**config.mk**
```make
export PLATFORM = sky130hd
export DESIGN_NAME = lp_vector_normalizer
export DESIGN_NICKNAME = d
export VERILOG_FILES = /design/src/rtl/lpvn_pkg.sv /design/src/rtl/lpvn_ram.sv /design/src/rtl/lp_vector_normalizer.sv
export SDC_FILE = /design/constraint.sdc
export NUM_CORES = 2
export LEC_CHECK = 0
export ABC_CLOCK_PERIOD_IN_PS = 6900
export BUFFER_PORTS_ARGS = -buffer_cell sky130_fd_sc_hd__buf_2
export CAP_MARGIN = 20
export CORE_UTILIZATION = 55
export CTS_CLUSTER_SIZE = 24
export DETAILED_ROUTE_END_ITERATION = 8
export PLACE_DENSITY = 0.8
export SLEW_MARGIN = 20
export SYNTH_ARGS = -nofsm -noshare
export SYNTH_HDL_FRONTEND = slang
export SYNTH_SLANG_ARGS = --single-unit
```
**constraint.sdc**
```tcl
create_clock -name i_clk -period 6.9 [get_ports i_clk]
set_input_delay 2.07 -clock i_clk [delete_from_list [all_inputs] [get_ports i_clk]]
set_output_delay 2.07 -clock i_clk [all_outputs]
set_load 0.1 [all_outputs]
```
**src/rtl/lpvn_pkg.sv**
```systemverilog
// Types and constants of the vector normalizer.
// Used by the top level and the checker; depends on nothing.
package lpvn_pkg;

    localparam int SAMPLE_W    = 16;
    localparam int ACC_W       = 37;
    localparam int FRAC_STEPS  = 15;

    typedef struct packed {
        logic signed [SAMPLE_W-1:0] sample;
        logic                       last_in;
    } t_in_item;

    typedef struct packed {
        logic signed [SAMPLE_W-1:0] normalized;
        logic                       last_out;
    } t_out_item;

endpackage

```
**src/rtl/lpvn_ram.sv**
```systemverilog
// Generic single-port-write, single-port-read RAM with registered read data.
// Depends on nothing.
module lpvn_ram #(
    parameter int WIDTH = 16,
    parameter int DEPTH = 64
) (
    input  logic                                        i_clk,
    input  logic                                        i_we,
    input  logic [((DEPTH > 1) ? $clog2(DEPTH) : 1)-1:0] i_waddr,
    input  logic [WIDTH-1:0]                            i_wdata,
    input  logic [((DEPTH > 1) ? $clog2(DEPTH) : 1)-1:0] i_raddr,
    output logic [WIDTH-1:0]                            o_rdata
);

    logic [WIDTH-1:0] r_mem [DEPTH];
    logic [WIDTH-1:0] r_rdata;

    always_ff @(posedge i_clk) begin
        if (i_we) begin
            r_mem[i_waddr] <= i_wdata;
        end
        r_rdata <= r_mem[i_raddr];
    end

    assign o_rdata = r_rdata;

endmodule

```
**src/rtl/lp_vector_normalizer.sv**
```systemverilog
// Top level of the L1 / L2 vector normalizer.
// Depends on lpvn_pkg and lpvn_ram.
//
// Samples of one vector arrive as transfers on the input channel, the last one
// flagged by last_in. Each sample passes through the transfer and then an
// accumulate state that adds its magnitude (L1) or its square (L2) to the
// accumulator. o_in_ready is high only while the block is idle, between
// samples and between vectors. After the last sample the norm is formed:
// taken from the accumulator for L1, by square root iteration for L2. Then
// each stored sample is read from the element RAM, compared against the norm
// and divided in 15 restoring steps, one per cycle, on the compare-subtract
// unit that the square root also uses. The division is skipped when the norm
// is zero or the quotient saturates. o_out_valid holds with stable data while
// the receiver stalls; the next division starts once the transfer completes.
// Samples beyond MAX_LEN are dropped; last_in on them still ends the vector.
// Synchronous reset empties the vector, selects L2 and returns to idle; the
// element RAM needs no clearing. i_cfg_we writes the norm order at once.
module lp_vector_normalizer #(
    parameter int MAX_LEN = 64
) (
    input  logic               i_clk,
    input  logic               i_rst_n,
    input  logic               i_cfg_we,
    input  logic               i_cfg_wdata,
    input  logic               i_in_valid,
    output logic               o_in_ready,
    input  lpvn_pkg::t_in_item i_in_data,
    output logic               o_out_valid,
    input  logic               i_out_ready,
    output lpvn_pkg::t_out_item o_out_data
);
    import lpvn_pkg::*;

    localparam int CNT_W  = $clog2(MAX_LEN + 1);
    localparam int ADDR_W = (MAX_LEN > 1) ? $clog2(MAX_LEN) : 1;
    localparam logic [CNT_W-1:0] MAX_CNT = CNT_W'(MAX_LEN);
    localparam int STEP_W = $clog2(FRAC_STEPS);

    localparam logic [2:0] S_IDLE  = 3'd0;
    localparam logic [2:0] S_ACC   = 3'd1;
    localparam logic [2:0] S_SQRT  = 3'd2;
    localparam logic [2:0] S_READ  = 3'd3;
    localparam logic [2:0] S_CHECK = 3'd4;
    localparam logic [2:0] S_DIV   = 3'd5;
    localparam logic [2:0] S_OUT   = 3'd6;

    logic [2:0]            r_state, n_state;
    logic                  r_order, n_order;
    logic [CNT_W-1:0]      r_cnt, n_cnt;
    logic [ACC_W-1:0]      r_acc, n_acc;
    logic [SAMPLE_W-1:0]   r_mag, n_mag;
    logic                  r_keep, n_keep;
    logic                  r_last, n_last;
    logic                  r_mode, n_mode;
    logic [ACC_W-1:0]      r_norm, n_norm;
    logic [ACC_W-1:0]      r_root, n_root;
    logic [ACC_W-1:0]      r_bit, n_bit;
    logic [ACC_W-1:0]      r_rem, n_rem;
    logic [FRAC_STEPS-1:0] r_quo, n_quo;
    logic [STEP_W-1:0]     r_step, n_step;
    logic [CNT_W-1:0]      r_idx, n_idx;
    logic                  r_neg, n_neg;
    t_out_item             r_out, n_out;

    logic                  in_xfer;
    logic                  out_xfer;
    logic                  ram_we;
    logic [SAMPLE_W-1:0]   rd_data;
    logic [SAMPLE_W-1:0]   rd_mag;
    logic [2*SAMPLE_W-1:0] mag_sq;
    logic [ACC_W-1:0]      acc_sum;
    logic [ACC_W:0]        u_a, u_b, u_diff;
    logic                  u_borrow;
    logic                  u_ge;
    logic [FRAC_STEPS-1:0] quo_next;
    logic [SAMPLE_W-1:0]   quo_ext;

    assign in_xfer  = i_in_valid && o_in_ready;
    assign out_xfer = o_out_valid && i_out_ready;
    assign ram_we   = in_xfer && (r_cnt != MAX_CNT);

    lpvn_ram #(
        .WIDTH (SAMPLE_W),
        .DEPTH (MAX_LEN)
    ) u_store (
        .i_clk   (i_clk),
        .i_we    (ram_we),
        .i_waddr (r_cnt[ADDR_W-1:0]),
        .i_wdata (i_in_data.sample),
        .i_raddr (r_idx[ADDR_W-1:0]),
        .o_rdata (rd_data)
    );

    assign rd_mag  = rd_data[SAMPLE_W-1] ? (~rd_data + SAMPLE_W'(1)) : rd_data;
    assign mag_sq  = r_mag * r_mag;
    assign acc_sum = r_mode ? (r_acc + ACC_W'(mag_sq)) : (r_acc + ACC_W'(r_mag));

    always_comb begin
        unique case (r_state)
            S_SQRT: begin
                u_a = {1'b0, r_rem};
                u_b = {1'b0, r_root} + {1'b0, r_bit};
            end
            S_CHECK: begin
                u_a = (ACC_W + 1)'(rd_mag);
                u_b = {1'b0, r_norm};
            end
            S_DIV: begin
                u_a = {r_rem, 1'b0};
                u_b = {1'b0, r_norm};
            end
            default: begin
                u_a = '0;
                u_b = '0;
            end
        endcase
    end

    assign {u_borrow, u_diff} = {1'b0, u_a} - {1'b0, u_b};
    assign u_ge     = !u_borrow;
    assign quo_next = {r_quo[FRAC_STEPS-2:0], u_ge};
    assign quo_ext  = {1'b0, quo_next};

    always_comb begin
        n_state = r_state;
        n_order = i_cfg_we ? i_cfg_wdata : r_order;
        n_cnt   = r_cnt;
        n_acc   = r_acc;
        n_mag   = r_mag;
        n_keep  = r_keep;
        n_last  = r_last;
        n_mode  = r_mode;
        n_norm  = r_norm;
        n_root  = r_root;
        n_bit   = r_bit;
        n_rem   = r_rem;
        n_quo   = r_quo;
        n_step  = r_step;
        n_idx   = r_idx;
        n_neg   = r_neg;
        n_out   = r_out;
        unique case (r_state)
            S_IDLE: begin
                if (in_xfer) begin
                    n_mag   = i_in_data.sample[SAMPLE_W-1]
                            ? (~i_in_data.sample + SAMPLE_W'(1)) : i_in_data.sample;
                    n_keep  = ram_we;
                    n_last  = i_in_data.last_in;
                    n_mode  = r_order;
                    n_cnt   = ram_we ? (r_cnt + CNT_W'(1)) : r_cnt;
                    n_state = S_ACC;
                end
            end
            S_ACC: begin
                if (r_keep) begin
                    n_acc = acc_sum;
                end
                n_idx = '0;
                if (!r_last) begin
                    n_state = S_IDLE;
                end else if (r_mode) begin
                    n_rem   = r_keep ? acc_sum : r_acc;
                    n_root  = '0;
                    n_bit   = {1'b1, {(ACC_W-1){1'b0}}};
                    n_state = S_SQRT;
                end else begin
                    n_norm  = r_keep ? acc_sum : r_acc;
                    n_state = S_READ;
                end
            end
            S_SQRT: begin
                if (u_ge) begin
                    n_rem  = u_diff[ACC_W-1:0];
                    n_root = (r_root >> 1) + r_bit;
                end else begin
                    n_root = r_root >> 1;
                end
                n_bit = r_bit >> 2;
                if (r_bit[0]) begin
                    n_norm  = u_ge ? ((r_root >> 1) + r_bit) : (r_root >> 1);
                    n_state = S_READ;
                end
            end
            S_READ: begin
                n_state = S_CHECK;
            end
            S_CHECK: begin
                n_neg          = rd_data[SAMPLE_W-1];
                n_out.last_out = (r_idx + CNT_W'(1)) == r_cnt;
                n_rem          = ACC_W'(rd_mag);
                n_quo          = '0;
                n_step         = '0;
                if (r_norm == '0) begin
                    n_out.normalized = '0;
                    n_state          = S_OUT;
                end else if (u_ge) begin
                    n_out.normalized = rd_data[SAMPLE_W-1]
                                     ? {1'b1, {(SAMPLE_W-1){1'b0}}}
                                     : {1'b0, {(SAMPLE_W-1){1'b1}}};
                    n_state          = S_OUT;
                end else begin
                    n_state = S_DIV;
                end
            end
            S_DIV: begin
                n_rem  = u_ge ? u_diff[ACC_W-1:0] : {r_rem[ACC_W-2:0], 1'b0};
                n_quo  = quo_next;
                n_step = r_step + STEP_W'(1);
                if (r_step == STEP_W'(FRAC_STEPS - 1)) begin
                    n_out.normalized = r_neg ? (~quo_ext + SAMPLE_W'(1)) : quo_ext;
                    n_state          = S_OUT;
                end
            end
            S_OUT: begin
                if (out_xfer) begin
                    if (r_out.last_out) begin
                        n_acc   = '0;
                        n_cnt   = '0;
                        n_state = S_IDLE;
                    end else begin
                        n_idx   = r_idx + CNT_W'(1);
                        n_state = S_READ;
                    end
                end
            end
            default: begin
                n_state = S_IDLE;
            end
        endcase
    end

    always_ff @(posedge i_clk) begin
        if (!i_rst_n) begin
            r_state <= S_IDLE;
            r_order <= 1'b1;
            r_cnt   <= '0;
            r_acc   <= '0;
        end else begin
            r_state <= n_state;
            r_order <= n_order;
            r_cnt   <= n_cnt;
            r_acc   <= n_acc;
        end
        r_mag  <= n_mag;
        r_keep <= n_keep;
        r_last <= n_last;
        r_mode <= n_mode;
        r_norm <= n_norm;
        r_root <= n_root;
        r_bit  <= n_bit;
        r_rem  <= n_rem;
        r_quo  <= n_quo;
        r_step <= n_step;
        r_idx  <= n_idx;
        r_neg  <= n_neg;
        r_out  <= n_out;
    end

    assign o_in_ready  = (r_state == S_IDLE);
    assign o_out_valid = (r_state == S_OUT);
    assign o_out_data  = r_out;

endmodule

```
* Word level (Yosys, flattened, before mapping)
Memory sizes are Yosys's and may differ from the RTL's. A register that Yosys moved wholly into a read port is not among the register bits.
Cells that the tools add are included.
** Storage, ports and cells
- Register bits :: 258
- Memories :: 1
- Word-level logic and storage cells :: 130
- Bits of input ports :: 23
- RAM bits :: 1024
** Cells by class
- Muxes and demuxes :: 53
- $add $sub $neg :: 11
- Reductions and logical operators :: 21
- Eq/ne operators :: 21
- Bitwise gates (word level) :: 3
- Multiply operators :: 1
** Memories
- u_store.r_mem :: depth 64, bits a word 16, rd ports 1, clocked after Yosys merged registers in 1, wr ports 1, RTL line lpvn_ram.sv:15 : logic [WIDTH-1:0] r_mem [DEPTH];
** Operators with widths (count)
- two-way mux 37 bit :: 16
- one-hot mux 37 bit (2 select lines) :: 4
- one-hot mux 37 bit (4 select lines) :: 1
- one-hot mux 38 bit (3 select lines) :: 1
- two-way mux 16 bit :: 6
- one-hot mux 38 bit (2 select lines) :: 1
- two-way mux 7 bit :: 6
- subtractor 38 x 38 -> 39 bit :: 1
- adder 37 x 37 -> 38 bit :: 1
- adder 36 x 37 -> 37 bit :: 1
- adder 37 x 16 -> 37 bit :: 1
- adder 37 x 32 -> 37 bit :: 1
- zero test 37 bit :: 1
- adder 16 x 1 -> 16 bit (second input constant) :: 2
- multiplier 16 x 16 -> 32 bit :: 1
- inverter 16 bit :: 2
- one-hot mux 16 bit (2 select lines) :: 1
- one-hot mux 14 bit (2 select lines) :: 1
- one-hot mux 7 bit (2 select lines) :: 2
- one-hot mux 3 bit (7 select lines) :: 1
- adder 16 x 2 -> 16 bit (second input constant) :: 1
- inverter 15 -> 16 bit :: 1
- two-way mux 15 bit :: 1
- adder 7 x 1 -> 7 bit (second input constant) :: 2
- other kinds (24) :: 54

* Depth between registers and ports, before layout
- Word-level depth :: 11
- Gate-level depth with buffers :: 27

* Cells and area by module
A second synthesis with hierarchy kept.
** Second synthesis, totals
- Cells, all modules :: 4755
- Area total of the unflattened synthesis :: 66009.6 µm²
** Modules (own cells, without submodules)
- lpvn_ram :: times used 1, cells each 1829, seq. area each 31069.8 µm², area an instance 40042.2 µm²
- lp_vector_normalizer :: times used 1, cells each 2926, seq. area each 6726.5 µm², area an instance 25967.4 µm²

* Least setup slack after synthesis
No wires, ideal clock.
- Kind :: reg-to-reg
- Start point :: register r_mag[6]
- End point :: register r_rem[33], data pin
- Cell stages (with the launch flop) :: 24
- Period minus slack after synthesis :: 6.571 ns
- Setup slack :: 0.329 ns
- Data required time :: 6.633 ns
- Path buffers :: 1
- Data arrival time :: 6.303 ns
- Cells stage by stage :: edfxtp_1 > clkbuf_1 > nand2_1 > fa_1 > inv_1 > fa_1 > inv_1 > fa_1 > inv_1 > fa_1 > fa_1 > inv_1 > fa_1 > inv_1 > ha_1 > and4_1 > nand4_1 > a211o_1 > a31o_2 > a21o_1 > o41a_1 > a221o_1 > o21ai_0 > o211ai_1
** Between the ends
- Cells in the longest elaborated chain, start to end :: 7
** Ends and longest elaborated chain
- start: declaration :: RTL line lp_vector_normalizer.sv:51 : logic [SAMPLE_W-1:0] r_mag, n_mag;
- start signal: assignment :: RTL line lp_vector_normalizer.sv:244 : r_mag <= n_mag;
- multiplier 16 x 16 -> 32 bit :: RTL line lp_vector_normalizer.sv:95 : assign mag_sq = r_mag * r_mag;
- adder 37 x 32 -> 37 bit :: RTL line lp_vector_normalizer.sv:96 : assign acc_sum = r_mode ? (r_acc + ACC_W'(mag_sq)) : (r_acc + ACC_W'(r_mag));
- two-way mux 37 bit * :: RTL line lp_vector_normalizer.sv:96
- two-way mux 37 bit *
- two-way mux 37 bit * :: RTL line lp_vector_normalizer.sv:161 : end else if (r_mode) begin
- two-way mux 37 bit * :: RTL line lp_vector_normalizer.sv:159 : if (!r_last) begin
- one-hot mux 37 bit (4 select lines) * :: RTL line lp_vector_normalizer.sv:142 : unique case (r_state)
- named net n_rem[33] :: RTL line lp_vector_normalizer.sv:58 : logic [ACC_W-1:0] r_rem, n_rem;
- end signal: assignment :: RTL line lp_vector_normalizer.sv:251 : r_rem <= n_rem;
- end: declaration :: RTL line lp_vector_normalizer.sv:58
The timed path passes the listed nets; every way through them passes the cells marked *. The select of a mux whose other input is x is not followed.
A chain may end at the register's enable or synchronous reset.

* Worst setup path in the final report
- Start point :: register r_mag[9]
- End point :: register r_rem[21], data pin
The elaborated chain is that of the path after synthesis.

==> flow_summary.ini <==
[floorplan]
num_rows = 126
design.die.area_sq_um = 121300
start_util = 0.5569
ios = 42
die_h_microns = 348.2
core_sq_um = 118400
die_x_microns = 348.2

[worst_setup_path]
start_kind = flip-flop
rrSetupSlack_ns = 0.17
crit_type = reg2reg
r2r-end = r_rem[21]$_DFFE_PP_
critPathCaptureType = flip-flop
required_ns = 7.37
worst-r2r-cell-count = 23
critPathLaunch = r_mag[9]$_DFFE_PP_
worst_path_dominant_cell_family = adder cells
max_stage_delay_ns = 0.55
reg2reg_from = r_mag[9]$_DFFE_PP_
crit_fanout = 5
cpMaxStageDelayCell = fa_1
crit_chain = buf_4, and2_1, fa_1, inv_1, fa_1, inv_1, fa_1, fa_1, inv_1, fa_1, inv_1, fa_1, ha_4, buf_4, and3_1, o21ai_0, a21o_1, nand3_1, a21oi_1, xor2_1, a21oi_1, o22ai_1, o21ai_0
crit_buf_inv = 6
crit_arrival_ns = 7.20
cpMostUsedCell = fa_1

[power_and_ir_drop]
p_comb_frac = 0.572
switching_share = 0.4209
ir_drop_uv = 1641
power.leakage_nw = 26.20
intPower_mw = 22.19
pwr-share-clk = 0.182
powerDensity_nw_per_um2 = 523.8
power_frac_seq = 0.247
power.switching_mw = 16.13

[grt]
overflow = 0
grt_pass1_wl_mm = 263.8
grt_pass1_vias = 41630
grt_use_total = 0.2956
antenna_found_initial = 12
grt_max_degree = 165

[route]
via_count = 41453
wl_per_cell_microns = 27.86
drtPass1Iterations = 8
avgViaCountPerCell = 6.451
antenna_left = 0
totalWireLength_mm = 179.0
drc_errors = 0
drtIter0Drc = 5418

[sta]
drv_slew = 0
fmax_mhz = 148.7
finalSetupViolCount = 0
finalClockSkew_ns = 0.03824
min_period_ns = 6.727
finalCritPeriodShare = 0.9749
worstMarginPinSlew_ns = 1.287
finalHoldViolations = 0
max-slew-margin-rel = 0.1420
fin_ws_ns = 0.1732

[hold_path]
whs_endpoint = r_mode$_DFFE_PP_
min_from = r_order$_SDFFE_PN1P_
hold_class = reg2reg
worst_hold_path.num_cells = 0

[place]
dpl_worst_slack_ns = -0.02470
dpl_cell_area_sq_um = 68650
post-dp-hpwl_mm = 111.1
place.gp.congestion = 0.9539
port_buffers = 41
dp.cells = 6165

[job]
drv_cap = 0

[synthesis]
avgSynthCellArea_sq_um = 14.41
synth_warnings = 0
yosys.area.top_type_share = 0.5538
yosysUniqueCellTypes = 89
synth_area_leaders = edfxtp_1 55%, mux4_2 11%, fa_1 5.9%
synth_cells = 4576
async_flop_share = 0
ys_seq_area_frac = 0.5733
synthFlopType = edfxtp_1
synth_area_sq_um = 65930
synth_nets = 5001
yosysTopAreaCell = edfxtp_1
ys_ff_latch = 1280
synth_edf_count = 1216

[run_status]
status = complete, no violations

[clock_network]
htree_num_levels = 4
clk_latency_ns = 0.80
cts_made_buffers = 130
tritoncts = yes
hold_buffers = 0
root_buffer = clkbuf_16
cts_buffer_depth = 3
cts_sinks = 1280
clkSlewWorstSetupHoldPaths_ns = 0.06

[finish]
areaGrowthSynthToFinish_pct = 10.94
instances_no_fill = 6426
regArea_sq_um = 37800
num-fill-cells = 8316
layout_commonest_cell = edfxtp_1
drive_above_1_share = 0.1713
layout_common_cells = 1,216 x edfxtp_1, 395 x inv_1, 336 x mux4_2, 274 x nand2_1, 261 x nor2_1
multi_input_area_sq_um = 25980
nets = 5145
final_cell_area_sq_um = 73140
==> worst reg2reg max path: stages, from the launching register on <==
cell	delay [ns]
edfxtp_1	0.48
buf_4	0.17
and2_1	0.17
fa_1	0.54
inv_1	0.05
fa_1	0.53
inv_1	0.05
fa_1	0.46
fa_1	0.54
inv_1	0.05
fa_1	0.47
inv_1	0.05
fa_1	0.55
ha_4	0.22
buf_4	0.14
and3_1	0.18
o21ai_0	0.28
a21o_1	0.23
nand3_1	0.11
a21oi_1	0.19
xor2_1	0.21
a21oi_1	0.10
o22ai_1	0.46
o21ai_0	0.16
==> cell families (layout without fill, tap and decap cells) <==
logic type | count (synthesis) | in the layout | share of synthesized area
buf+inv | 616 | 861 | 0.03541
fa+ha+maj | 402 | 402 | 0.09849
other cells | 0 | 5 | 0
mux | 383 | 383 | 0.1220
compound gates | 777 | 777 | 0.07845
xor+xnor | 191 | 191 | 0.02537
simple gates | 927 | 927 | 0.06694
flops | 1280 | 1280 | 0.5733
==> per-stage QoR <==
| step | util | hold slack (ns) | total power, mW | setup TNS (ns) |
|---|---|---|---|---|
| 6_report | 0.6178 | 0.4418 | 38.31 | 0 |
| 5_1_grt | 0.6177 | 0.4570 | 40.79 | -0.5539 |
| 4_1_cts | 0.6152 | 0.4429 | 36.92 | 0 |
| 3_5_place_dp | 0.5799 | 0.4291 | 29.85 | -0.02470 |
| 3_3_place_gp | 0.5797 | 0.4232 | 29.59 | 0 |
| 2_1_floorplan | - | 0.4076 | 24.09 | 0 |
==> synth_stat cells, types with 17 or more instances <==
master	number
edfxtp_1	1216
inv_1	397
mux4_2	336
nand2_1	274
nor2_1	267
ha_1	207
fa_1	195
o21ai_0	188
clkbuf_1	168
a21oi_1	143
xnor2_1	111
xor2_1	80
and2_1	70
dfxtp_1	64
a31oi_1	60
a22oi_1	56
nand3_1	55
a21o_1	41
mux2i_1	40
and3_1	37
buf_1	36
nor3_1	36
nand4_1	33
a211oi_1	32
o21bai_1	32
nand2b_1	28
nor2b_1	27
a22o_1	23
o211ai_1	23
o31ai_1	23
or3_1	23
nor4_1	19
a221o_1	18
o21a_1	17
==> worst max path at each step <==
stage | end | depth (start not counted)
after floorplan | r_rem[33]$_DFFE_PP_ | 23
after global placement | r_rem[36]$_DFFE_PP_ | 23
after detailed placement | r_rem[33]$_DFFE_PP_ | 23
after CTS | r_rem[27]$_DFFE_PP_ | 22
after global routing | r_rem[31]$_DFFE_PP_ | 24
final | r_rem[21]$_DFFE_PP_ | 23
==> state kept, by name, indices dropped and copies added, names as in the netlist <==
name	flops
u_store.r_mem	1024
r_acc	37
r_norm	37
r_rem	37
r_root	37
r_bit	19
o_out_data	17
r_mag	16
u_store.o_rdata	16
r_quo	14
r_cnt	7
r_idx	7
r_step	4
r_state	3
r_keep	1
r_last	1
r_mode	1
r_neg	1
r_order	1
==> repair_timing <==
item	4_1_cts	5_1_grt
pin swaps	0	12
endpoints found under the setup margin	4	37
buffers inserted	3	20
resized for setup	1	31
==> area by class of cell <==
type,instances,share of cell area
Inverter,398,0.02042
Antenna cell,5,0.0001711
Clock buffer,161,0.04692
Clock inverter,72,0.009887
Timing Repair Buffer,230,0.02326
Tap cell,1600,0.02737
Sequential cell,1280,0.5167
Multi-Input combinational cell,2680,0.3552
==> per-layer routing <==
layer,track usage,wire length [microns],vias to the layer above
li1,-,-,17661
met1,0.3696,65180,20752
met2,0.4870,87310,2464
met3,0.06193,16420,560
met4,0.1545,9982,16
met5,0,110,-
==> power groups by stage <==
stage | combinational, mW | sequential (mW) | clock, mW
6_report | 21.9 | 9.45 | 6.97
5_1_grt | 24.0 | 9.47 | 7.29
4_1_cts | 20.4 | 9.45 | 7.03
3_5_place_dp | 20.2 | 9.61 | 0
3_3_place_gp | 20.0 | 9.60 | 0
2_1_floorplan | 14.6 | 9.49 | 0
(Power assumes the default switching activity.)
